--- src/rtl/cnoise_pkg.sv ---
// ----------------------------------------------------------------------------
// cnoise_pkg
// Shared widths, register codes and the candidate record passed between the
// distance cells of the cellular noise shader.
// ----------------------------------------------------------------------------
`default_nettype none

package cnoise_pkg;

   // Default sizing of the point store and coordinate format.
   localparam int MAX_POINTS_DEF     = 128;
   localparam int COORD_INT_BITS_DEF = 12;

   // Field widths of requests and results.
   localparam int FRAC_W   = 4;
   localparam int PIX_W    = 12;
   localparam int COORD_W  = PIX_W + FRAC_W;
   localparam int SLOT_W   = 7;
   localparam int WEIGHT_W = 16;
   localparam int NUM_W    = 8;
   localparam int HEIGHT_W = 22;

   // Arithmetic widths. A squared distance needs 33 bits; the root unit
   // wants an even width.
   localparam int SQ_W   = 34;
   localparam int ROOT_W = SQ_W / 2;
   localparam int PROD_W = WEIGHT_W + ROOT_W + 1;
   localparam int SUM_W  = PROD_W + 1;

   // Number of nearest distances kept, one cell each.
   localparam int NEAREST_KEPT = 2;
   localparam int MIN_POINTS   = 2;

   // Q.16 to Q.4 rounding.
   localparam int ROUND_BIAS   = 2048;
   localparam int RESULT_SHIFT = 12;

   // Stream and register port widths.
   localparam int REQ_DATA_W = 64;
   localparam int RSP_DATA_W = 24;
   localparam int CSR_ADDR_W = 4;
   localparam int CSR_DATA_W = 32;

   // Register reset values.
   localparam logic signed [WEIGHT_W-1:0] WEIGHT_A_RESET   = -16'sd4096;
   localparam logic signed [WEIGHT_W-1:0] WEIGHT_B_RESET   = 16'sd4096;
   localparam logic [NUM_W-1:0]           NUM_POINTS_RESET = 8'd100;

   typedef enum logic {
      OP_LOAD  = 1'b0,
      OP_SHADE = 1'b1
   } op_type;

   typedef enum logic [1:0] {
      REG_WEIGHT_A   = 2'd0,
      REG_WEIGHT_B   = 2'd1,
      REG_NUM_POINTS = 2'd2
   } csr_index_type;

   // A squared distance moving down the cell row.
   typedef struct packed {
      logic            valid;
      logic [SQ_W-1:0] dist_sq;
   } cand_type;

endpackage

`default_nettype wire

--- src/rtl/cnoise_cell.sv ---
// ----------------------------------------------------------------------------
// cnoise_cell
// One cell of the nearest-distance row: keeps the smaller of its held value
// and the incoming candidate, and hands the larger one to the next cell.
// ----------------------------------------------------------------------------
`default_nettype none

module cnoise_cell import cnoise_pkg::*; (
   input  logic            clock,
   input  logic            reset,
   input  logic            clear,
   input  cand_type        cand_in,
   output cand_type        cand_out,
   output logic [SQ_W-1:0] best
);

   logic [SQ_W-1:0] best_ff;
   cand_type        out_ff;
   logic            keep_in;

   // Strictly smaller replaces, so an equal distance moves on to the next cell.
   assign keep_in = cand_in.dist_sq < best_ff;

   always_ff @(posedge clock) begin
      if (reset || clear) begin
         best_ff      <= '1;
         out_ff.valid <= 1'b0;
      end else begin
         out_ff.valid <= cand_in.valid;
         if (cand_in.valid) begin
            if (keep_in) begin
               best_ff        <= cand_in.dist_sq;
               out_ff.dist_sq <= best_ff;
            end else begin
               out_ff.dist_sq <= cand_in.dist_sq;
            end
         end
      end
   end

   assign cand_out = out_ff;
   assign best     = best_ff;

endmodule

`default_nettype wire

--- config.mk ---
export PLATFORM = sky130hd
export DESIGN_NAME = cnoise_cell
export DESIGN_NICKNAME = d
export VERILOG_FILES = /design/src/rtl/cnoise_pkg.sv /design/src/rtl/cnoise_cell.sv
export SDC_FILE = /design/constraint.sdc
export NUM_CORES = 1
export LEC_CHECK = 0
export BUFFER_PORTS_ARGS = -buffer_cell sky130_fd_sc_hd__buf_2
export CORE_MARGIN = 5
export CORE_UTILIZATION = 48
export DETAILED_ROUTE_END_ITERATION = 7
export GPL_TIMING_DRIVEN = 0
export PLACE_DENSITY = 0.77
export SYNTH_ARGS = -nofsm -noshare
export SYNTH_HDL_FRONTEND = slang
export SYNTH_SLANG_ARGS = --single-unit
--- constraint.sdc ---
create_clock -name clock -period 3.7 [get_ports clock]
set_input_delay 0.185 -clock clock [delete_from_list [all_inputs] [get_ports clock]]
set_output_delay 0.185 -clock clock [all_outputs]
set_load 0.02 [all_outputs]
; Yosys cells after proc, flatten, opt, wreduce, memory -nomap -nowiden
; Index checks and enable logic that the tools add are counted.
[totals]
register_bits = 69
input_bits = 38
output_inout_bits = 69
elab_cells = 9
[classes]
n_lt_le_gt_ge = 1
muxes = 1
n_bitwise = 1
reduce_logical = 3
[ops]
columns = op, count
row1 = $lt 34x34->1, 1
row2 = $mux 34, 1
row3 = $reduce_and 2->1, 2
row4 = $logic_or 1x1->1, 1
row5 = $not 1->1, 1

; Depth between registers and ports, before layout
; Gate-level depths: netlist of run 1.
[logic_depth]
word_depth = 3
depth_mapped = 10
ltp_nobuf = 8

; Least setup slack after synthesis of run 1
; No wires, ideal clock.
[synth_timing]
kind = input port to flip-flop
startpoint = input clear
endpoint = register out_ff, in the netlist cand_out[0] (enable)
setup_time_ns = 0.475
t_arrival_ns = 3.104
required_time_ns = 3.225
setup_slack_ns = 0.121
cell_stages = 3
n_path_buf = 2
path_cell_list = clkbuf_1 clkbuf_1 nor3b_1
[synth_between]
elab_chain_len = 3
[synth_rtl]
columns = element, line_no
row1 = "start, declared", cnoise_cell.sv:11  ; input logic clear,
row2 = $logic_or 1x1->1, cnoise_cell.sv:25  ; if (reset || clear) begin
row3 = $not 1->1 (no line), n/a
row4 = $reduce_and 2->1 (no line), n/a
row5 = "end, declared", cnoise_cell.sv:18  ; cand_type out_ff;
; No other way between the ends.
; A chain may end at the register's enable or synchronous reset.

; Final worst setup path of run 1
[layout_timing]
startpoint = register best_ff[25], in the netlist best[25]
endpoint = register out_ff, in the netlist cand_out[13], data pin
[layout_between]
elab_chain_len = 2
[layout_rtl]
columns = element, line_no
row1 = "start, declared", cnoise_cell.sv:17  ; logic [SQ_W-1:0] best_ff;
row2 = "start signal, assigned", cnoise_cell.sv:32  ; best_ff <= cand_in.dist_sq;
row3 = $lt 34x34->1, cnoise_cell.sv:22  ; assign keep_in = cand_in.dist_sq < best_ff;
row4 = $mux 34, cnoise_cell.sv:31  ; if (keep_in) begin
; No other way between the ends.

==> results of run 1 <==
## metrics by stage
| step | util [%] | TNS [ns] | hold slack (ns) | total power [mW] | setup slack [ns] |
|---|---|---|---|---|---|
| 6_report | 62.3 | 0 | 0.133 | 1.96 | 0.738 |
| 5_1_grt | 62.3 | 0 | 0.144 | 2.03 | 0.580 |
| 4_1_cts | 62.3 | 0 | 0.115 | 1.97 | 0.728 |
| 3_5_place_dp | 58.8 | 0 | 0.488 | 1.14 | 0.762 |
| 2_1_floorplan | - | 0 | 0.352 | 1.04 | 0.121 |
| 3_3_place_gp | 58.3 | -43.51 | 0.484 | 1.13 | -1.28 |
## flip-flops by register name (all words and copies together), names as in the netlist
| register | count |
|---|---|
| cand_out | 35 |
| best | 34 |
## cell families after synthesis
logic type                 synth area share [%]
buffers and inverters                      6.83
muxes                                      21.4
DFF                                        44.1
AOI/OAI and AO/OA                          3.91
and+or+nand+nor                            13.2
adders and majority gates                  10.6
## routing by layer
metal | share of wire [%] | up-vias
li1 | - | 1511
met1 | 41 | 1485
met2 | 53 | 82
met3 | 5.2 | 11
met4 | 1.2 | 0
met5 | 0 | -
## synth_stat cells
| master | number |
|---|---|
| nor4b_2 | 1 |
| nor2_1 | 1 |
| a21oi_1 | 14 |
| o21a_1 | 1 |
| nor2_2 | 1 |
| buf_6 | 7 |
| nand2b_1 | 1 |
| ha_1 | 33 |
| nor3b_1 | 3 |
| a221oi_1 | 2 |
| nor4_1 | 1 |
| inv_1 | 34 |
| mux2_4 | 30 |
| or4_4 | 1 |
| o21ai_0 | 4 |
| dfxtp_1 | 35 |
| a21o_1 | 1 |
| or4_1 | 1 |
| o22ai_2 | 1 |
| nand2_1 | 8 |
| mux2i_1 | 34 |
| nand3_1 | 3 |
| o2bb2ai_1 | 1 |
| clkbuf_1 | 16 |
| or2_0 | 1 |
| a2111oi_0 | 1 |
| edfxtp_1 | 34 |
| nand4_1 | 7 |
| nor3_1 | 68 |
| mux2_2 | 4 |
## area by class of cell
cell class              count  area [um^2]  area share (%)
inverters                  34          128            2.62
repair buffers            107          554            11.4
plain buffers              23          139            2.86
multi-input cells         223         1920            39.5
clock buffers              10          138            2.83
well taps                 102          128            2.62
clock inverters             6          134            2.75
flip-flops and latches     69         1720            35.4
## power by group
part / total [mW] / switching [mW] / internal (mW)
clock network: 0.840 / 0.305 / 0.534
registers: 0.842 / 0.0158 / 0.826
logic: 0.284 / 0.162 / 0.122
total: 1.96 / 0.483 / 1.48
## critical path: stages (launching register included)
cell,delay (ns)
dfxtp_1,0.38
inv_1,0.06
ha_1,0.32
a21oi_1,0.14
o21ai_0,0.11
o2bb2ai_1,0.14
or4_1,0.57
nor2_2,0.41
buf_6,0.26
mux2_4,0.32
## how the worst max path moves through the flow
stage / from / endpoint
6_report: best[25]$_SDFFE_PP1P_ / cand_out[13]$_DFFE_PP_
4_1_cts: best[25]$_SDFFE_PP1P_ / cand_out[22]$_DFFE_PP_
2_1_floorplan: clear / cand_out[0]$_DFFE_PP_
3_5_place_dp: best[29]$_SDFFE_PP1P_ / cand_out[13]$_DFFE_PP_
3_3_place_gp: clear / cand_out[0]$_DFFE_PP_
5_1_grt: best[23]$_SDFFE_PP1P_ / cand_out[22]$_DFFE_PP_
==> summary.txt, run 1 <==
Pre-Repair DR Iteration Count = 4
First-pass GRT wire length = 15700 um
H-tree Lvls = 3
Hold depth = 2
Hold endpoint = cand_out[34]$_SDFF_PP0_
Post-synthesis sequential area ratio = 44.1%
Final instance area = 0.00486 mm^2
Routed wire length = 9980 um
Root Buffer = clkbuf_8
GRT Total Usage = 19.8%
Worst endpoint required time = 3.81 ns
Type of the tightest min-delay check = primary input to flop
Reg2Reg Depth = 9
Lkg Pwr = 2.34 nW
Final #Nets = 538
Setup bufs post-CTS = 0
Hold Buf Count CTS = 0
Crit path time final = 2.96 ns
GR peak layer = met2
Crit Path Class = flop to flop
DIE HEIGHT = 100 um
Cts bufs inserted = 9
ANT nets after route = 0
Per-cell routed wire length = 17.4 um
CP Max Fanout = 10
Mean Syn Cell Area = 11.2 um^2
# rows = 32
Yosys cell types = 30
Max_cap viols = 0
WP data arrival = 3.07 ns
RR Startpoint = best[25]$_SDFFE_PP1P_
Share of layout cells above drive strength 1 = 35.8%
Post-DP HPWL = 7400 um
Max Clock Skew = 0.00999 ns
Via count = 3089
Ant. Diodes = 0
First-iteration detailed-routing DRC count = 102
Mapped Area = 0.00390 mm^2
Tcrit/Tclk final = 80.1%
Commonest non-fill, non-tap cell in the layout = buf_2
Vias in the first global route = 3214
CTS-repair resized insts = 0
IO buf count = 104
Setup violators final = 0
CTS sink cnt = 69
Synth Warn # = 0
Met2 usage = 36.1%
Crit path launch type = flop
Core box area = 0.00781 mm^2
Initial Utilization = 50.0%
Drt drc = 0
Clock buffer depth = 2
Fmax = 338 MHz
CP Capture Type = flop
PD cells = 404 mW/mm^2
Fillers = 657
IO Pins = 107
GR Util met1 = 23.1%
Worst slew margin = 58.3%
Reg-to-Reg End = cand_out[13]$_DFFE_PP_
Yosys top cell by area = edfxtp_1
Largest net degree at the start of global routing = 14
Via density per instance = 5.38
Placed Area = 0.00459 mm^2
DP Cell Count = 558
Fin. Hold Viols = 0
Die Width = 100 um
Clk Latency, worst-skew pair = 0.35 ns
Slew @ Worst Pin = 0.624 ns
TritonCTS clock tree = built
Most frequent cells in the layout = buf_2, nor3_1, dfxtp_1
Die ar. = 0.0100 mm^2
Unrepaired setup endpoints after global routing = false
Reg2reg setup slack = 0.74 ns
Layout overhead on the synthesized area = 24.6%
Area contributors post-synth = edfxtp_1, dfxtp_1, mux2_4
Met3 usage = 3.13%
Initial antenna violation count = 0
Grt total ovfl = 0
Syn Nets = 420
Register bit total from synthesis = 69
GPL Wtd Cong = 0.797
Clk slew on worst S/H paths = 0.08 ns
Non-Filler Instances = 574
Post-synthesis cell count = 349
Peak supply drop = 0.209 mV
Status = finished, final reports clean
Slew Limit Fails = 0
Yosys top cell area share = 26.2%
Hold wc startpoint = cand_in[34]
No activity file was read; power rests on OpenSTA's default activity.
==> run 2: changes to the inputs <==
Settings changed: ABC_AREA from default to 1, CORE_UTILIZATION 48 to 52, PLACE_DENSITY 0.77 to 0.8.
Clock period 3.7 ns to 3.1 ns, I/O delays scaled along.
==> run 2 against run 1 <==
Compared with the run above:
- final area decreased by 4.6%
- global-route usage increased by 1.6 points
- fmax increased by 33%
- critical path type unchanged
- critical endpoint is now cand_out[32]$_DFFE_PP_
- highest routed layer unchanged
==> summary.txt, run 2 <==
Status = finished, final reports clean
Max_cap viols = 0
PD cells = 460 mW/mm^2
CP Capture Type = flop
Pre-Repair DR Iteration Count = 5
ANT nets after route = 0
Type of the tightest min-delay check = primary input to flop
Layout overhead on the synthesized area = 23.6%
Mapped Area = 0.00375 mm^2
Crit Path Class = flop to flop
Worst slew margin = 60.9%
GRT Total Usage = 21.4%
Setup violators final = 0
CTS sink cnt = 69
Lkg Pwr = 2.32 nW
Tcrit/Tclk final = 72.1%
Slew Limit Fails = 0
Hold Buf Count CTS = 0
Unrepaired setup endpoints after global routing = false
Yosys top cell by area = edfxtp_1
Crit path time final = 2.23 ns
Max Clock Skew = 0.00804 ns
Most frequent cell after synthesis = nand2_1
Initial antenna violation count = 0
Clk Latency, worst-skew pair = 0.34 ns
Syn Nets = 495
Setup bufs post-CTS = 0
Most frequent cells in the layout = buf_2, nand2_1, inv_1
Post-synth EDFFs = 34
Register bit total from synthesis = 69
CP Max Fanout = 10
Routed wire length = 9420 um
Fmax = 448 MHz
Largest net degree at the start of global routing = 16
H-tree Lvls = 3
Core box area = 0.00714 mm^2
GPL Wtd Cong = 0.817
Mean Syn Cell Area = 8.86 um^2
Clk slew on worst S/H paths = 0.07 ns
Slew @ Worst Pin = 0.585 ns
Clock power share = 32.8%
Sw Ratio = 29.1%
NetSw = 621 uW
Fin. Hold Viols = 0
Internal power = 1.51 mW
Per-cell routed wire length = 14.6 um
Async SR Flop Fraction = 0%
Vias in the first global route = 3240
Die ar. = 0.00902 mm^2
Area contributors post-synth = edfxtp_1, dfxtp_1, ha_1
IO buf count = 105
Final #Nets = 613
Worst endpoint required time = 3.18 ns
CTS-repair resized insts = 0
IO Pins = 107
Final instance area = 0.00464 mm^2
DP Cell Count = 630
Via density per instance = 5.28
Flip-flop count of the largest register after layout = 35
Non-Filler Instances = 646
Drt drc = 0
Yosys cell types = 27
Post-synthesis sequential area ratio = 45.9%
Post-synthesis cell count = 424
Synth top cells by count = nand2_1, inv_1, nand4_1
TritonCTS clock tree = built
DIE HEIGHT = 95.0 um
Post-DP HPWL = 7090 um
Initial Utilization = 52.6%
Share of layout cells above drive strength 1 = 32.5%
Via count = 3413
Comb pwr share = 19.1%
Placed Area = 0.00445 mm^2
Ant. Diodes = 0
Clock buffer depth = 2
Cts bufs inserted = 9
Crit path launch type = flop
Die Width = 95.0 um
Peak supply drop = 0.240 mV
Synth Warn # = 0
# rows = 31
Top_reg_cell synth = dfxtp_1
Sequential Power Share = 48.1%
Setup tns final = 0 ns
Grt total ovfl = 0
Worst hold slack = 0.0362 ns
Yosys top cell area share = 27.2%
WP data arrival = 2.32 ns
Commonest non-fill, non-tap cell in the layout = buf_2
First-iteration detailed-routing DRC count = 138
Root Buffer = clkbuf_8
First-pass GRT wire length = 15100 um
==> run 2: cell types whose count changed after synthesis, moves of 17 or more <==
cell | previous run | this run
mux2i_1 | 34 | 0
nand4_1 | 7 | 37
mux2_4 | 30 | 0
o21ai_1 | 0 | 17
nand3_1 | 3 | 35
nand2_1 | 8 | 98
nor3_1 | 68 | 0
==> run 2: routing by layer <==
layer	up-vias	global-route usage [%]	share of wire [%]	wire (um)
met2	146	35.9	48	4560
met1	1570	27.3	42	3960
li1	1689	-	-	-
met4	0	7.33	1.2	112
met3	8	4.70	8.3	786
met5	-	0	0	0
==> run 2: metrics by stage <==
step	utilization [%]	total power [mW]	worst slack [ns]
floorplan	-	1.31	0.835
global placement	61.8	1.43	0.0220
detailed placement	62.3	1.45	0.853
CTS	65.0	2.14	0.844
global route	65.0	2.25	0.668
finish	65.0	2.13	0.866
==> run 2: power groups by stage <==
stage	combinational, mW	clock [mW]	sequential [mW]
global route	0.455	0.762	1.03
detailed placement	0.406	0	1.05
global placement	0.388	0	1.05
finish	0.407	0.700	1.03
floorplan	0.217	0	1.09
CTS	0.408	0.710	1.03
==> run 2: worst paths after layout <==
kind                                  end  depth (start not counted)                   from  slack (ns)
setup / recovery   cand_out[32]$_DFFE_PP_                         10  best[17]$_SDFFE_PP1P_        0.87
hold / removal    cand_out[34]$_SDFF_PP0_                          2                  clear        0.04
hold reg to reg     best[16]$_SDFFE_PP1P_                          2  best[16]$_SDFFE_PP1P_        0.48
setup reg to reg   cand_out[32]$_DFFE_PP_                         10  best[17]$_SDFFE_PP1P_        0.87
==> run 2: final cells by class <==
type	instances	area [um^2]
Clock inverter	5	32.5
Inverter	47	176
Fill cell	648	2500
Multi-Input combinational cell	285	1730
Sequential cell	69	1720
Buffer	23	136
Timing Repair Buffer	107	556
Clock buffer	11	163
Tap cell	99	124
==> run 2: kinds of logic after synthesis <==
logic type | after synthesis | share of synthesized area (%)
AND/OR/NAND/NOR | 201 | 26.3
buffers and inverters | 70 | 8.33
flip-flops | 69 | 45.9
AO/OA/AOI/OAI | 51 | 8.53
adder cells (fa/ha/maj) | 33 | 11.0
==> run 2: worst max-delay path: stages (launching register included) <==
cell	delay (ns)
dfxtp_1	0.36
inv_1	0.08
ha_1	0.32
nand4_1	0.13
nor2_2	0.23
nand2_1	0.08
nand2_1	0.08
nand2_2	0.16
nand2_4	0.14
buf_2	0.32
o21ai_2	0.08
==> run 3: changes to the inputs <==
Settings changed: CORE_UTILIZATION 52 to 47, PLACE_DENSITY 0.8 to 0.76.
Clock period 3.1 ns to 2.04 ns, I/O delays scaled along.
==> run 3 against run 2 <==
Compared with the run above:
- the run now ends with negative setup slack left
- sequential share of layout area down 4.8 points
- combinational power up 98%
- worst setup slack worse by 0.88 ns
- via count up 6.3%
- largest cell class unchanged
- final cell count up 3.9%
- non-clock buffer count up 22
- worst hold slack better by 0.029 ns
- die area up 9.5%
==> summary.txt, run 3 (same netlist as run 2, synthesis figures left out) <==
Largest net degree at the start of global routing = 16
Reg2Reg Depth = 13
Ant. Diodes = 0
Via count = 3628
H-tree Lvls = 3
Failing checks = negative setup slack
Final Util = 70.2%
Clock buffer depth = 2
Clk slew on worst S/H paths = 0.08 ns
Hold depth = 3
Fmax = 487 MHz
Crit path time final = 2.05 ns
Type of the tightest min-delay check = primary input to flop
Reg2reg setup slack = -0.01 ns
Sw Ratio = 28.3%
CP Max Fanout = 5
DIE HEIGHT = 99.4 um
Pre-Repair DR Iteration Count = 4
Flip-flop count of the largest register after layout = 35
Crit path buf inv count = 3
CP Capture Type = flop
Hold wc startpoint = cand_in[10]
Via density per instance = 5.41
Clk Latency, worst-skew pair = 0.34 ns
WP data arrival = 2.15 ns
Internal power = 2.67 mW
Grt total ovfl = 0
Share of layout cells above drive strength 1 = 52.0%
Slew @ Worst Pin = 0.637 ns
Non-Filler Instances = 671
Slowest stage delay, CP = 0.35 ns
PD cells = 683 mW/mm^2
Most frequent cells in the layout = buf_2, nand2_1, nand4_1
CP Depth = 13
Initial Utilization = 48.3%
Routed wire length = 10900 um
Slowest-stage cell, CP = dfxtp_2
IO buf count = 105
Worst slew margin = 57.5%
Fin. Hold Viols = 0
First-iteration detailed-routing DRC count = 194
GRT Total Usage = 20.4%
RR Startpoint = best[25]$_SDFFE_PP1P_
Final worst slack = -0.0117 ns
NetSw = 1.05 mW
Clock power share = 36.3%
Die ar. = 0.00988 mm^2
Final instance area = 0.00545 mm^2
Drt drc = 0
ANT nets after route = 0
Peak supply drop = 0.382 mV
Root Buffer = clkbuf_8
Crit-path cells = inv_2 > ha_4 > a21o_1 > nor2_1 > nand2_1 > nand2_1 > nand2_2 > nor2_8 > nand2_4 > buf_8 > clkbuf_16 > nand2_4 > o21ai_2
Initial antenna violation count = 0
Crit path launch type = flop
Setup violators final = 6
Status = finished, violations left
Hold endpoint = best[10]$_SDFFE_PP1P_
First-pass GRT wire length = 16300 um
# rows = 32
CTS sink cnt = 69
Max Clock Skew = 0.0120 ns
Reg-to-Reg End = cand_out[23]$_DFFE_PP_
Layout overhead on the synthesized area = 45.2%
Cell family with most CP delay = simple AND/OR/NAND/NOR gates
Final #Nets = 635
Worst endpoint required time = 2.14 ns
Lkg Pwr = 2.55 nW
TritonCTS clock tree = built
Die Width = 99.4 um
Per-cell routed wire length = 16.3 um
Crit Path Class = flop to flop
Cts bufs inserted = 9
Unrepaired setup endpoints after global routing = true
Commonest non-fill, non-tap cell in the layout = buf_2
Tcrit/Tclk final = 101%
Core box area = 0.00777 mm^2
Sequential Power Share = 42.1%
Slew Limit Fails = 0
Placed Area = 0.00447 mm^2
DP Cell Count = 633
Comb pwr share = 21.6%
GPL Wtd Cong = 0.800
Post-DP HPWL = 7160 um
Vias in the first global route = 3563
IO Pins = 107
Max_cap viols = 0
Fillers = 580
run 3: changes by cell type in the layout (fill, tap and decap cells not counted), sizes merged:
cell	previous run	this run
buf	123	140
bufinv	0	3
clkbuf	18	19
clkinv	5	4
dlygate4sd3	0	2
run 3: tightest hold or removal path, cell delays in order:
cell	delay (ns)
buf_2	0.10
nand4_1	0.09
nand3_1	0.08
run 3: layout make-up:
| cell class | instances | area [um^2] | area share, % |
|---|---|---|---|
| Sequential cell | 69 | 1760 | 32.3 |
| Tap cell | 102 | 128 | 2.34 |
| Buffer | 21 | 181 | 3.33 |
| Multi-Input combinational cell | 285 | 2180 | 40.0 |
| Inverter | 47 | 176 | 3.24 |
| Timing Repair Buffer | 131 | 788 | 14.5 |
| Clock inverter | 7 | 114 | 2.09 |
| Clock buffer | 9 | 124 | 2.27 |
run 3: per-stage QoR:
step | worst slack [ns] | hold slack, ns | power (mW) | TNS, ns
after floorplan | 0.00187 | 0.177 | 2.00 | 0
after global placement | -0.335 | 0.328 | 2.19 | -15.60
after detailed placement | -0.192 | 0.336 | 2.21 | -6.81
after CTS | -0.00425 | 0.0473 | 3.60 | -0.00850
after global routing | -0.0816 | 0.0705 | 3.87 | -2.46
final | -0.0117 | 0.0648 | 3.72 | -0.0328
run 3: worst max-delay path by stage:
stage	endpoint	from
finish	cand_out[23]$_DFFE_PP_	best[25]$_SDFFE_PP1P_
global route	cand_out[1]$_DFFE_PP_	best[31]$_SDFFE_PP1P_
CTS	cand_out[2]$_DFFE_PP_	best[13]$_SDFFE_PP1P_
detailed placement	cand_out[15]$_DFFE_PP_	best[13]$_SDFFE_PP1P_
global placement	cand_out[5]$_DFFE_PP_	cand_in[34]
floorplan	cand_out[17]$_DFFE_PP_	best[28]$_SDFFE_PP1P_
run 3: routing by layer:
layer,global-route usage [%],vias to the layer above,wire length [um]
li1,-,1740,-
met1,25.4,1712,4390
met2,34.6,160,5470
met3,5.47,16,914
met4,6.41,0,144
met5,0,-,0
run 3: power groups by stage:
stage                     Clock [mW]  Sequential [mW]  Combinational, mW
after floorplan                    0             1.67              0.333
after global placement             0             1.59              0.596
after detailed placement           0             1.59              0.620
after CTS                       1.36             1.56              0.678
after global routing            1.42             1.57              0.882
final                           1.35             1.57              0.804
run 3: what timing repair did:
item | 4_1_cts | 5_1_grt
hold buffers | 2 | 0
endpoints found under the setup margin | 64 | 64
pin swaps | 12 | 26
buffers inserted | 9 | 11
endpoints found under the hold margin | 1 | 0
resized for setup | 29 | 97
cloned | 0 | 2
