<file path="src/rtl/cnoise_pkg.sv">
// ----------------------------------------------------------------------------
// cnoise_pkg
// Shared widths, register codes and the candidate record passed between the
// distance cells of the cellular noise shader.
// ----------------------------------------------------------------------------
`default_nettype none

package cnoise_pkg;

   // Default sizing of the point store and coordinate format.
   localparam int MAX_POINTS_DEF     = 128;
   localparam int COORD_INT_BITS_DEF = 12;

   // Field widths of requests and results.
   localparam int FRAC_W   = 4;
   localparam int PIX_W    = 12;
   localparam int COORD_W  = PIX_W + FRAC_W;
   localparam int SLOT_W   = 7;
   localparam int WEIGHT_W = 16;
   localparam int NUM_W    = 8;
   localparam int HEIGHT_W = 22;

   // Arithmetic widths. A squared distance needs 33 bits; the root unit
   // wants an even width.
   localparam int SQ_W   = 34;
   localparam int ROOT_W = SQ_W / 2;
   localparam int PROD_W = WEIGHT_W + ROOT_W + 1;
   localparam int SUM_W  = PROD_W + 1;

   // Number of nearest distances kept, one cell each.
   localparam int NEAREST_KEPT = 2;
   localparam int MIN_POINTS   = 2;

   // Q.16 to Q.4 rounding.
   localparam int ROUND_BIAS   = 2048;
   localparam int RESULT_SHIFT = 12;

   // Stream and register port widths.
   localparam int REQ_DATA_W = 64;
   localparam int RSP_DATA_W = 24;
   localparam int CSR_ADDR_W = 4;
   localparam int CSR_DATA_W = 32;

   // Register reset values.
   localparam logic signed [WEIGHT_W-1:0] WEIGHT_A_RESET   = -16'sd4096;
   localparam logic signed [WEIGHT_W-1:0] WEIGHT_B_RESET   = 16'sd4096;
   localparam logic [NUM_W-1:0]           NUM_POINTS_RESET = 8'd100;

   typedef enum logic {
      OP_LOAD  = 1'b0,
      OP_SHADE = 1'b1
   } op_type;

   typedef enum logic [1:0] {
      REG_WEIGHT_A   = 2'd0,
      REG_WEIGHT_B   = 2'd1,
      REG_NUM_POINTS = 2'd2
   } csr_index_type;

   // A squared distance moving down the cell row.
   typedef struct packed {
      logic            valid;
      logic [SQ_W-1:0] dist_sq;
   } cand_type;

endpackage

`default_nettype wire

</file>
<file path="src/rtl/cnoise_isqrt.sv">
// ----------------------------------------------------------------------------
// cnoise_isqrt
// Bit-serial floor square root, one result bit per cycle.
// ----------------------------------------------------------------------------
`default_nettype none

module cnoise_isqrt import cnoise_pkg::*; #(
   parameter int IN_W  = SQ_W,
   parameter int OUT_W = ROOT_W
) (
   input  logic             clock,
   input  logic             reset,
   input  logic             start,
   input  logic [IN_W-1:0]  value,
   output logic [OUT_W-1:0] root,
   output logic             done
);

   localparam int REM_W  = OUT_W + 3;
   localparam int STEP_W = (OUT_W > 1) ? $clog2(OUT_W) : 1;

   logic              busy_ff;
   logic              done_ff;
   logic [STEP_W-1:0] step_ff;
   logic [IN_W-1:0]   val_ff;
   logic [REM_W-1:0]  rem_ff;
   logic [OUT_W-1:0]  root_ff;

   logic [REM_W-1:0]  rem_pre;
   logic [REM_W-1:0]  trial;
   logic              fit;
   logic [REM_W-1:0]  rem_in;
   logic [OUT_W-1:0]  root_in;

   // Bring down the next two bits and try to append a one to the root.
   always_comb begin
      rem_pre = {rem_ff[REM_W-3:0], val_ff[IN_W-1 -: 2]};
      trial   = REM_W'({root_ff, 2'b01});
      fit     = rem_pre >= trial;
      rem_in  = fit ? (rem_pre - trial) : rem_pre;
      root_in = {root_ff[OUT_W-2:0], fit};
   end

   always_ff @(posedge clock) begin
      if (reset) begin
         busy_ff <= 1'b0;
         done_ff <= 1'b0;
      end else if (start) begin
         busy_ff <= 1'b1;
         done_ff <= 1'b0;
         step_ff <= '0;
         val_ff  <= value;
         rem_ff  <= '0;
         root_ff <= '0;
      end else begin
         done_ff <= 1'b0;
         if (busy_ff) begin
            val_ff  <= val_ff << 2;
            rem_ff  <= rem_in;
            root_ff <= root_in;
            step_ff <= step_ff + STEP_W'(1);
            if (step_ff == STEP_W'(OUT_W - 1)) begin
               busy_ff <= 1'b0;
               done_ff <= 1'b1;
            end
         end
      end
   end

   assign root = root_ff;
   assign done = done_ff;

endmodule

`default_nettype wire

</file>
<file path="config.mk">
export PLATFORM = sky130hd
export DESIGN_NAME = cnoise_isqrt
export DESIGN_NICKNAME = d
export VERILOG_FILES = /design/src/rtl/cnoise_pkg.sv /design/src/rtl/cnoise_isqrt.sv
export SDC_FILE = /design/constraint.sdc
export NUM_CORES = 1
export LEC_CHECK = 0
export BUFFER_PORTS_ARGS = -buffer_cell sky130_fd_sc_hd__buf_2
export CORE_MARGIN = 2
export CORE_UTILIZATION = 30
export DETAILED_ROUTE_END_ITERATION = 10
export PLACE_DENSITY = 0.5
export RECOVER_POWER = 25
export SLEW_MARGIN = 40
export SYNTH_ARGS = -nofsm -noshare
export SYNTH_HDL_FRONTEND = slang
export SYNTH_SLANG_ARGS = --single-unit
</file>
<file path="constraint.sdc">
create_clock -name clock -period 3.8 [get_ports clock]
set_input_delay 0.19 -clock clock [delete_from_list [all_inputs] [get_ports clock]]
set_output_delay 0.19 -clock clock [all_outputs]
set_load 0.1 [all_outputs]
</file>
=== Word level (Yosys, flattened, before mapping) ===
Cells that the tools add are included.

* Bitwise operators: 2
* Eq/ne operators: 1
* Order comparisons: 1
* Multiplexer cells: 10
* Reduce and logical (&&, ||, !) cells: 3
* Add/sub/neg operators: 2

{| class="wikitable"
|+ Operators with widths
! cell !! number
|-
| two-way mux 34 bit || 2
|-
| two-way mux 18 bit || 2
|-
| >= comparator 20 x 19 -> 1 bit || 1
|-
| subtractor 18 bit || 1
|-
| two-way mux 17 bit || 1
|-
| adder 5 x 1 -> 5 bit (second input constant) || 1
|-
| == test 5 bit (second input constant) || 1
|-
| two-way mux 5 bit || 1
|-
| two-way mux 1 bit || 4
|-
| OR reduction 3 bit || 1
|-
| NOT 1 bit || 2
|-
| AND reduction 2 bit || 1
|-
| nonzero test 2 bit || 1
|}

* Output and inout bits: 18
* Input port bits: 37
* Register bits: 76
* Logic and storage cells: 25

=== Longest topological paths before layout ===
Gate-level depths: netlist of run 1.

* Word-level depth: 4
* Gate-level depth with buffers: 11
* Mapped depth without buffers: 9

=== Worst setup path after synthesis of run 1 ===
OpenSTA, ideal clock, no wires.

* Path type: input-to-reg
* Start point: in start
* End point: reg rem_ff[0] (enable)
* Slack: -0.371 ns
* Stages: 3
* Required time: 3.293 ns
* Buffers on the path: 1
* Arrival time: 3.664 ns
* Library setup time: 0.507 ns
* Cell sequence: clkbuf_1 -> nor2_1 -> nor2_1

* Longest elaborated chain between the ends: 2

{| class="wikitable"
|+ RTL lines
! element !! line !! text
|-
| from (decl) || cnoise_isqrt.sv:13 || <nowiki>input logic start,</nowiki>
|-
| nonzero test 2 bit (no line) || n/a ||
|-
| AND reduction 2 bit (no line) || n/a ||
|-
| to (signal assigned) || cnoise_isqrt.sv:59 || <nowiki>rem_ff <= rem_in;</nowiki>
|-
| to (decl) || cnoise_isqrt.sv:26 || <nowiki>logic [REM_W-1:0] rem_ff;</nowiki>
|}

Every way passes these cells.
A chain may end at the register's enable or synchronous reset.

=== Final worst setup path of run 1 ===
* Start point: in start
* End point: reg val_ff[32] (data pin)

* Longest elaborated chain between the ends: 1

{| class="wikitable"
|+ RTL lines
! element !! line !! text
|-
| two-way mux 34 bit || cnoise_isqrt.sv:48 || <nowiki>end else if (start) begin</nowiki>
|-
| to (signal assigned) || cnoise_isqrt.sv:52 || <nowiki>val_ff <= value;</nowiki>
|-
| to (signal assigned) || cnoise_isqrt.sv:58 || <nowiki>val_ff <= val_ff << 2;</nowiki>
|-
| to (decl) || cnoise_isqrt.sv:25 || <nowiki>logic [IN_W-1:0] val_ff;</nowiki>
|}

Every way passes these cells.

==> results of run 1 <==
## synthesized netlist by cell type, drive strengths merged (6+ instances only)
| master | number |
|---|---|
| a21oi | 18 |
| buf | 6 |
| edfxtp | 74 |
| ha | 21 |
| inv | 22 |
| mux2 | 32 |
| mux2i | 13 |
| nand2 | 14 |
| nor2 | 47 |
| o21ai | 11 |
| xnor2 | 9 |
| xor2 | 10 |
## worst max-delay path by stage
stage,from,end,cells past startpoint
after floorplan,root[3],rem_ff[5],10
final,start,val_ff[32],3
after detailed placement,root[3],rem_ff[2],9
after global placement,root[3],rem_ff[2],9
after global routing,start,val_ff[32],3
after CTS,root[3],rem_ff[2],9
## stage by stage
stage	hold WS, ns	worst slack, ns	area (um^2)	utilization
floorplan	0.269	0.772	4100	-
global placement	0.419	1.20	4540	0.341
detailed placement	0.433	1.19	4540	0.342
CTS	0.0598	1.14	4860	0.366
global route	0.0772	0.690	4860	0.365
finish	0.0749	0.969	4860	0.365
## final cells by class
class                           count  area share
Timing Repair Buffer               56      0.0585
Multi-Input combinational cell    219       0.348
Sequential cell                    76       0.466
Clock buffer                       12      0.0507
Clock inverter                      4      0.0152
Tap cell                          176      0.0453
Inverter                           22      0.0170
## critical path: cells and delay by family
kind                   cells  cell delay [ns]
buffers and inverters      2             2.30
muxes                      1             0.41
## logic make-up after synthesis
logic type                 Yosys count  synth area share
muxes                               45             0.120
DFF                                 76             0.552
buffers and inverters               33            0.0384
xor gates and xnor gates            19            0.0406
and+or+nand+nor                     83            0.0897
adders and majority gates           21            0.0641
AOI/OAI and AO/OA                   51            0.0961
## per-layer routing
metal  share of wire  track usage
met3           0.062       0.0536
met4           0.016       0.0436
met5               0            0
met1            0.48        0.145
met2            0.45        0.183
## where the power goes
group	leakage [uW]	switching, uW	internal [uW]
Clock	0.000157	342	594
Combinational	0.00106	323	197
Sequential	0.000732	26.3	1000
## state kept, by name, indices dropped and copies added, names as in the netlist
| signal | flops |
|---|---|
| val_ff | 34 |
| rem_ff | 18 |
| root | 17 |
| step_ff | 5 |
| busy_ff | 1 |
| done | 1 |
==> results.sh, run 1 <==
export IMPL_layout_nets=442
export IMPL_drt_initial_drc_count=108
export IMPL_remaining_drc_errors=0
export IMPL_fillers=1321
export IMPL_die_w_um=121
export IMPL_synthToLayoutAreaGrowth_pct=18.5
export IMPL_max_cap_viol_count=1
export IMPL_setup_viol=0
export IMPL_arrival_ns=2.93
export IMPL_synth_flop_cell="edfxtp_1"
export IMPL_cts_repair_resized=0
export IMPL_place_congestion=0.780
export IMPL_wl_per_cell_um=14.0
export IMPL_async_flop_share=0
export IMPL_r2r_slack_ns=1.16
export IMPL_avgSynthCellArea_um2=12.5
export IMPL_cts_setup_buffers=0
export IMPL_hold_end="busy_ff"
export IMPL_dr_pass1_iters=4
export IMPL_grt_pass1_vias=2649
export IMPL_yosysSeqAreaShare=0.552
export IMPL_rows=42
export IMPL_fin_cells=565
export IMPL_worstSetupPathType="in2reg"
export IMPL_cts_buffer_depth=2
export IMPL_r2r_end="rem_ff[11]"
export IMPL_antenna_found_initial=0
export IMPL_initial_core_util=0.308
export IMPL_hpwlAfterDp_mm=5.27
export IMPL_min_path_type="in2reg"
export IMPL_synth_cell_types=45
export IMPL_ys_ff_latch=76
export IMPL_numCtsBuffers=9
export IMPL_h_tree_depth=3
export IMPL_reg2regPathDepth=9
export IMPL_fmax_mhz=353
export IMPL_overflow=0
export IMPL_antenna_left=0
export IMPL_synthCells=328
export IMPL_placed_cells=549
export IMPL_violations="capacitance limit, slew limit"
export IMPL_irDropWorstVdd_mv=0.310
export IMPL_diodes=0
export IMPL_synth_nets=386
export IMPL_synth_enable_flop_cells=74
export IMPL_mostFrequentLayoutCell="edfxtp_1"
export IMPL_yosysWarnings=0
export IMPL_skew_ns=0.00790
export IMPL_min_from="reset"
export IMPL_mostFrequentLayoutCells="edfxtp_1 (74), buf_2 (52), nor2_1 (45)"
export IMPL_grt_pass1_wl_mm=13.3
export IMPL_die_area_mm2=0.0146
export IMPL_holdPathStages=2
export IMPL_rr_startpoint="root[1]"
export IMPL_start_kind="input port"
export IMPL_hold_violations=0
export IMPL_final_max_slew_viol_count=42
export IMPL_grt_usage=0.118
export IMPL_synth_top_cell_area_share=0.542
export IMPL_final_seq_area_mm2=0.00226
export IMPL_multi_input_area_mm2=0.00169
export IMPL_power_leakage_uw=0.00195
export IMPL_core_mm2=0.0133
export IMPL_tns_ns=0
export IMPL_syn_area_mm2=0.00410
export IMPL_critPathMaxFanout=41
export IMPL_grt_max_degree=75
export IMPL_chipHeight_um=121
export IMPL_ctsHoldBuffers=0
export IMPL_critPathMaxStageDelay_ns=1.43
export IMPL_ios=55
export IMPL_end_kind="flip-flop"
export IMPL_status="complete, but fails checks"
export IMPL_cts_tree="built"
export IMPL_slew_limit_headroom=-0.366
export IMPL_p_total_uw=2490
export IMPL_worstPathRequired_ns=3.90
export IMPL_synth_area_leaders="edfxtp_1 (54%), mux2_2 (8.8%), ha_1 (6.4%)"
export IMPL_worstPathCellList="clkbuf_1 > clkbuf_2 > mux2_2"
export IMPL_portBuffers=54
export IMPL_drive_gt1_frac=0.290
export IMPL_yosys_area_top_type="edfxtp_1"
export IMPL_num_vias=2588
export IMPL_clock_root_buffer="clkbuf_16"
export IMPL_cts_sinks=76
export IMPL_tightest_slew_ns=2.05
export IMPL_crit_slowest_cell="clkbuf_1"
export IMPL_rsz0062_at_grt="no"
export IMPL_cts_clk_slew_worst_paths_ns=0.06
export IMPL_routed_via_density=4.58
export IMPL_post_route_period_util=0.745
export IMPL_clkLatencyLatePin_ns=0.35
export IMPL_min_period_ns=2.83
export IMPL_powerDensity_mw_per_mm2=512
export IMPL_wl_mm=7.91
(Power assumes the default switching activity.)
==> run 2: changes to the inputs <==
Settings changed: ABC_AREA set to 1, PLACE_DENSITY 0.5 to 0.48.
Clock period 3.8 ns to 2.7 ns, I/O delays scaled along.
==> run 2 against run 1 <==
  * Via count is 33% higher
  * Clock skew is 0.00086 ns lower
  * Wire length is 23% higher
  * Synthesized cell count is 70% higher
  * Design area is 8.0% higher
  * Critical path depth is 6 higher
  * Register-to-register slack worse by 0.54 ns
  * First-iteration DRC count is 22% higher
  * Largest power group unchanged
  * Sequential power is 41% higher
  * Clock power is 27% higher
  * The run now ends clean
  * Critical path type is now reg2reg
  * Highest routed layer unchanged
  * Sequential share of layout area is 3.5 points lower
  * Worst hold slack worse by 0.052 ns
==> results.sh, run 2 <==
export IMPL_status="finished, final reports clean"
export IMPL_clkLatencyLatePin_ns=0.34
export IMPL_numCtsBuffers=9
export IMPL_rsz0062_at_grt="no"
export IMPL_fmax_mhz=481
export IMPL_slew_limit_headroom=0.246
export IMPL_grt_pass1_wl_mm=17.2
export IMPL_syn_area_mm2=0.00446
export IMPL_share_comb_of_total_power=0.235
export IMPL_crit_slowest_cell="edfxtp_1"
export IMPL_post_route_period_util=0.769
export IMPL_synth_cell_types=26
export IMPL_rows=44
export IMPL_irDropWorstVdd_mv=0.321
export IMPL_p_sw_uw=1070
export IMPL_synth_area_leaders="edfxtp_1 (50%), nand2_1 (19%), ha_1 (5.9%)"
export IMPL_dpl_worst_slack_ns=0.597
export IMPL_h_tree_depth=3
export IMPL_routed_via_density=4.30
export IMPL_largest_register="val_ff"
export IMPL_dr_pass1_iters=4
export IMPL_powerDensity_mw_per_mm2=659
export IMPL_grt_usage=0.135
export IMPL_p_int_uw=2390
export IMPL_mostFrequentLayoutCells="nand2_1 (227), edfxtp_1 (74), inv_1 (69)"
export IMPL_synth_common_cells="nand2_1 (227), edfxtp_1 (74), inv_1 (69), nor2_1 (67), ha_1 (21)"
export IMPL_setup_viol=0
export IMPL_core_mm2=0.0145
export IMPL_tightest_slew_ns=1.13
export IMPL_async_flop_share=0
export IMPL_overflow=0
export IMPL_avgSynthCellArea_um2=7.99
export IMPL_switching_share=0.309
export IMPL_ys_ff_latch=76
export IMPL_synth_top_cell_area_share=0.498
export IMPL_synth_enable_flop_cells=74
export IMPL_synth_nets=616
export IMPL_mostFrequentLayoutCell="nand2_1"
export IMPL_die_w_um=126
export IMPL_dr_wl_met3_um=457
export IMPL_wl_per_cell_um=12.1
export IMPL_antenna_left=0
export IMPL_fin_ws_ns=0.623
export IMPL_drive_gt1_frac=0.147
export IMPL_tns_ns=0
export IMPL_synthCells=558
export IMPL_critPathMaxStageDelay_ns=0.40
export IMPL_worstPathRequired_ns=2.79
export IMPL_wl_mm=9.74
export IMPL_power_leakage_uw=0.00260
export IMPL_diodes=0
export IMPL_largest_reg_flops=34
export IMPL_fin_hold_ws_ns=0.0231
export IMPL_final_max_slew_viol_count=0
export IMPL_portBuffers=54
export IMPL_worstPathCellList="inv_1 > ha_1 > nand4_1 > inv_1 > a21oi_1 > nand4_2 > buf_12 > nor2_1 > nor2_1"
export IMPL_wl_met1_mm=4.75
export IMPL_arrival_ns=2.17
export IMPL_cts_clk_slew_worst_paths_ns=0.06
export IMPL_synth_most_common_cell="nand2_1"
export IMPL_max_cap_viol_count=0
export IMPL_top_layer_used="met4"
export IMPL_chipHeight_um=126
export IMPL_initial_core_util=0.307
export IMPL_antenna_found_initial=0
export IMPL_drt_initial_drc_count=132
export IMPL_hold_violations=0
export IMPL_yosysWarnings=0
export IMPL_num_vias=3452
export IMPL_dr_wl_met2_mm=4.39
export IMPL_skew_ns=0.00705
export IMPL_synthToLayoutAreaGrowth_pct=17.7
export IMPL_ctsHoldBuffers=0
export IMPL_utilization=0.361
export IMPL_critPathMaxFanout=30
export IMPL_p_clk_frac=0.345
export IMPL_remaining_drc_errors=0
export IMPL_ios=55
export IMPL_layout_nets=672
export IMPL_yosys_area_top_type="edfxtp_1"
export IMPL_cts_setup_buffers=0
export IMPL_hpwlAfterDp_mm=6.89
export IMPL_p_total_uw=3460
export IMPL_yosysSeqAreaShare=0.507
export IMPL_die_area_mm2=0.0159
export IMPL_grt_pass1_vias=3526
export IMPL_end_kind="flip-flop"
export IMPL_worstSetupPathType="reg2reg"
export IMPL_pwr_share_seq=0.420
export IMPL_start_kind="flip-flop"
export IMPL_place_congestion=0.830
export IMPL_grt_max_degree=67
export IMPL_min_path_type="in2reg"
export IMPL_cts_tree="built"
export IMPL_min_period_ns=2.08
export IMPL_cts_repair_resized=0
export IMPL_cts_buffer_depth=2
export IMPL_synth_flop_cell="edfxtp_1"
export IMPL_cts_sinks=76
export IMPL_clock_root_buffer="clkbuf_16"
## run 2: cell types whose count changed in the layout (fill, tap and decap cells not counted), sizes merged, moves of 5 or more
| cell | before | now |
|---|---|---|
| nand2 | 14 | 232 |
| inv | 22 | 79 |
| mux2 | 32 | 0 |
| nor2 | 47 | 70 |
| nand3 | 3 | 19 |
| mux2i | 13 | 0 |
| o21ai | 11 | 3 |
| nand3b | 0 | 7 |
| a211oi | 5 | 0 |
| xor2 | 10 | 5 |
## run 2: final timing paths
check / slack, ns / cells after the start / startpoint / end
max: 0.62 / 9 / root[14] / rem_ff[4]
min: 0.02 / 2 / reset / done
max reg2reg: 0.62 / 9 / root[14] / rem_ff[4]
min reg2reg: 0.51 / 2 / val_ff[30] / val_ff[32]
## run 2: layout make-up
class,count,area [um^2]
Fill cell,1586,9290
Clock buffer,12,236
Multi-Input combinational cell,388,1840
Inverter,80,300
Tap cell,184,230
Timing Repair Buffer,59,329
Sequential cell,76,2260
Clock inverter,4,50.0
## run 2: layer usage
layer | track usage | vias up
li1 | - | 1857
met1 | 0.179 | 1526
met2 | 0.210 | 58
met3 | 0.0472 | 11
met4 | 0.0381 | 0
met5 | 0 | -
## run 2: worst max-delay path, delay by kind of cell (launching register included)
| family | cells | cell delay, ns |
|---|---|---|
| AOI/OAI and AO/OA | 1 | 0.21 |
| adders and majority gates | 1 | 0.30 |
| buffers and inverters | 3 | 0.40 |
| DFF | 1 | 0.40 |
| and+or+nand+nor | 4 | 0.51 |
## run 2: cells by family (layout without fill, tap and decap cells)
group | Yosys count | in the layout | share of synthesized area
adder cells (fa/ha/maj) | 21 | 21 | 0.0589
AO/OA/AOI/OAI | 18 | 18 | 0.0208
flip-flops | 76 | 76 | 0.507
XOR/XNOR | 11 | 11 | 0.0216
buffers and inverters | 94 | 155 | 0.0825
AND/OR/NAND/NOR | 338 | 338 | 0.309
## run 2: power groups by stage
stage | clock [uW] | combinational (uW) | sequential [uW]
floorplan | 0 | 527 | 1580
global route | 1280 | 938 | 1460
CTS | 1230 | 826 | 1450
global placement | 0 | 821 | 1470
detailed placement | 0 | 823 | 1480
finish | 1190 | 811 | 1450
## run 2: through the flow
| stage | std cells | instance area, um^2 |
|---|---|---|
| after global routing | 803 | 5250 |
| after floorplan | 558 | 4470 |
| final | 803 | 5250 |
| after detailed placement | 787 | 4960 |
| after CTS | 803 | 5250 |
| after global placement | 787 | 4960 |
==> run 3: changes to the inputs <==
Clock period 2.7 ns to 2.14 ns, I/O delays scaled along.
==> run 3 against run 2 <==
  * Sequential cell count did not move
  * Worst setup slack worse by 0.43 ns
  * Worst hold slack worse by 0.00084 ns
  * Sequential power is 28% higher
  * Core utilization rose by 1.8 points
  * Largest power group unchanged
  * First-iteration DRC count rose by 27%
  * Design area up 5.0%
  * Final cell count increased by 0.75%
  * Global-route usage hardly changed
  * Critical path depth increased by 2
  * Wire length rose by 3.5%
  * Fmax rose by 6.5%
==> results.sh, run 3 (synthesis gave the netlist of run 2 again) <==
export IMPL_irDropWorstVdd_mv=0.461
export IMPL_antenna_left=0
export IMPL_mostFrequentLayoutCells="nand2_1 (225), edfxtp_1 (74), nor2_1 (66)"
export IMPL_cts_sinks=76
export IMPL_die_w_um=126
export IMPL_antenna_found_initial=0
export IMPL_mostFrequentLayoutCell="nand2_1"
export IMPL_num_vias=3541
export IMPL_tightest_slew_ns=1.11
export IMPL_core_mm2=0.0145
export IMPL_worstSetupPathType="reg2reg"
export IMPL_hpwlAfterDp_mm=7.06
export IMPL_critPathMaxFanout=17
export IMPL_cts_clk_slew_worst_paths_ns=0.06
export IMPL_fillers=1550
export IMPL_fin_ws_ns=0.189
export IMPL_initial_core_util=0.307
export IMPL_wl_per_cell_um=12.5
export IMPL_fmax_mhz=512
export IMPL_diodes=0
export IMPL_numCtsBuffers=9
export IMPL_rows=44
export IMPL_end_kind="flip-flop"
export IMPL_dr_pass1_iters=7
export IMPL_power_leakage_uw=0.00261
export IMPL_routed_via_density=4.38
export IMPL_crit_slowest_cell="edfxtp_1"
export IMPL_worstPathRequired_ns=2.23
export IMPL_post_route_period_util=0.912
export IMPL_rsz0062_at_grt="no"
export IMPL_drive_gt1_frac=0.214
export IMPL_chipHeight_um=126
export IMPL_clock_root_buffer="clkbuf_16"
export IMPL_max_cap_viol_count=0
export IMPL_grtUsageMet1=0.174
export IMPL_synthToLayoutAreaGrowth_pct=23.5
export IMPL_cts_buffer_depth=2
export IMPL_grt_util_met2=0.223
export IMPL_min_path_type="in2reg"
export IMPL_arrival_ns=2.05
export IMPL_overflow=0
export IMPL_critPathMaxStageDelay_ns=0.45
export IMPL_layout_nets=678
export IMPL_largest_reg_flops=34
export IMPL_start_kind="flip-flop"
export IMPL_dpl_worst_slack_ns=0.118
export IMPL_worstPathCellList="ha_4 > nand2_2 > inv_2 > nand2_4 > nor2_4 > nand3_1 > nand4_2 > buf_6 > nand2_1 > nand2_1 > nor2_1"
export IMPL_hold_violations=0
export IMPL_setup_viol=0
export IMPL_grt_busiest_layer="met2"
export IMPL_remaining_drc_errors=0
export IMPL_largest_register="val_ff"
export IMPL_wl_mm=10.1
export IMPL_h_tree_depth=3
export IMPL_portBuffers=54
export IMPL_ios=55
export IMPL_place_congestion=0.838
export IMPL_min_period_ns=1.95
export IMPL_status="finished, final reports clean"
export IMPL_path_common_cell="nand2_1"
export IMPL_fin_hold_ws_ns=0.0223
export IMPL_use_met3=0.0421
export IMPL_clkLatencyLatePin_ns=0.34
export IMPL_cts_tree="built"
export IMPL_skew_ns=0.00670
export IMPL_grt_pass1_wl_mm=17.3
export IMPL_die_area_mm2=0.0159
export IMPL_final_max_slew_viol_count=0
export IMPL_powerDensity_mw_per_mm2=815
export IMPL_grt_max_degree=57
export IMPL_grt_pass1_vias=3605
export IMPL_slew_limit_headroom=0.261
export IMPL_drt_initial_drc_count=168
export IMPL_grt_usage=0.136
-- run 3: what timing repair did --
action,CTS,global route
endpoints found under the hold margin,1,0
setup buffers,0,2
setup endpoints to repair,0,9
hold buffers,1,0
resized for setup,0,4
-- run 3: per-layer routing --
metal | vias to the layer above | wire length (um)
met5 | - | 0
met4 | 0 | 81
met3 | 5 | 425
met2 | 69 | 4650
met1 | 1595 | 4920
li1 | 1872 | -
-- run 3: metrics by stage --
| stage | utilization | instance area [um^2] | setup TNS (ns) | power [uW] | std cells |
|---|---|---|---|---|---|
| after floorplan | - | 4700 | -5.35 | 2750 | 558 |
| after global placement | 0.357 | 5190 | 0 | 3000 | 790 |
| after detailed placement | 0.357 | 5190 | 0 | 3000 | 790 |
| after CTS | 0.377 | 5490 | 0 | 4540 | 807 |
| after global routing | 0.379 | 5510 | 0 | 4760 | 809 |
| final | 0.379 | 5510 | 0 | 4490 | 809 |
-- run 3: worst max-delay path, delay by kind of cell, from the launching register on --
kind,cells,cell delay [ns]
DFF,1,0.45
buffers and inverters,2,0.26
and+or+nand+nor,8,0.64
adders and majority gates,1,0.34
-- run 3: path summary, 6_finish.rpt --
kind | from | end | slack (ns) | cells past startpoint
worst max-delay path | rem_ff[10] | rem_ff[6] | 0.19 | 11
worst min-delay path | value[1] | val_ff[1] | 0.02 | 3
worst max register to register | rem_ff[10] | rem_ff[6] | 0.19 | 11
worst min register to register | val_ff[31] | val_ff[33] | 0.51 | 2
-- run 3: layout make-up --
type	count	area, um^2	share of cell area
Clock buffer	11	233	0.0423
Multi-Input combinational cell	388	2070	0.375
Tap cell	184	230	0.0418
Timing Repair Buffer	65	363	0.0659
Inverter	80	300	0.0545
Sequential cell	76	2260	0.411
Clock inverter	5	53.8	0.00977
-- run 3: power by group --
group	switching (uW)	internal (uW)	leakage [uW]	total, uW
registers	63.3	1780	0.000736	1850
logic	724	403	0.00174	1130
clock network	618	898	0.000133	1520
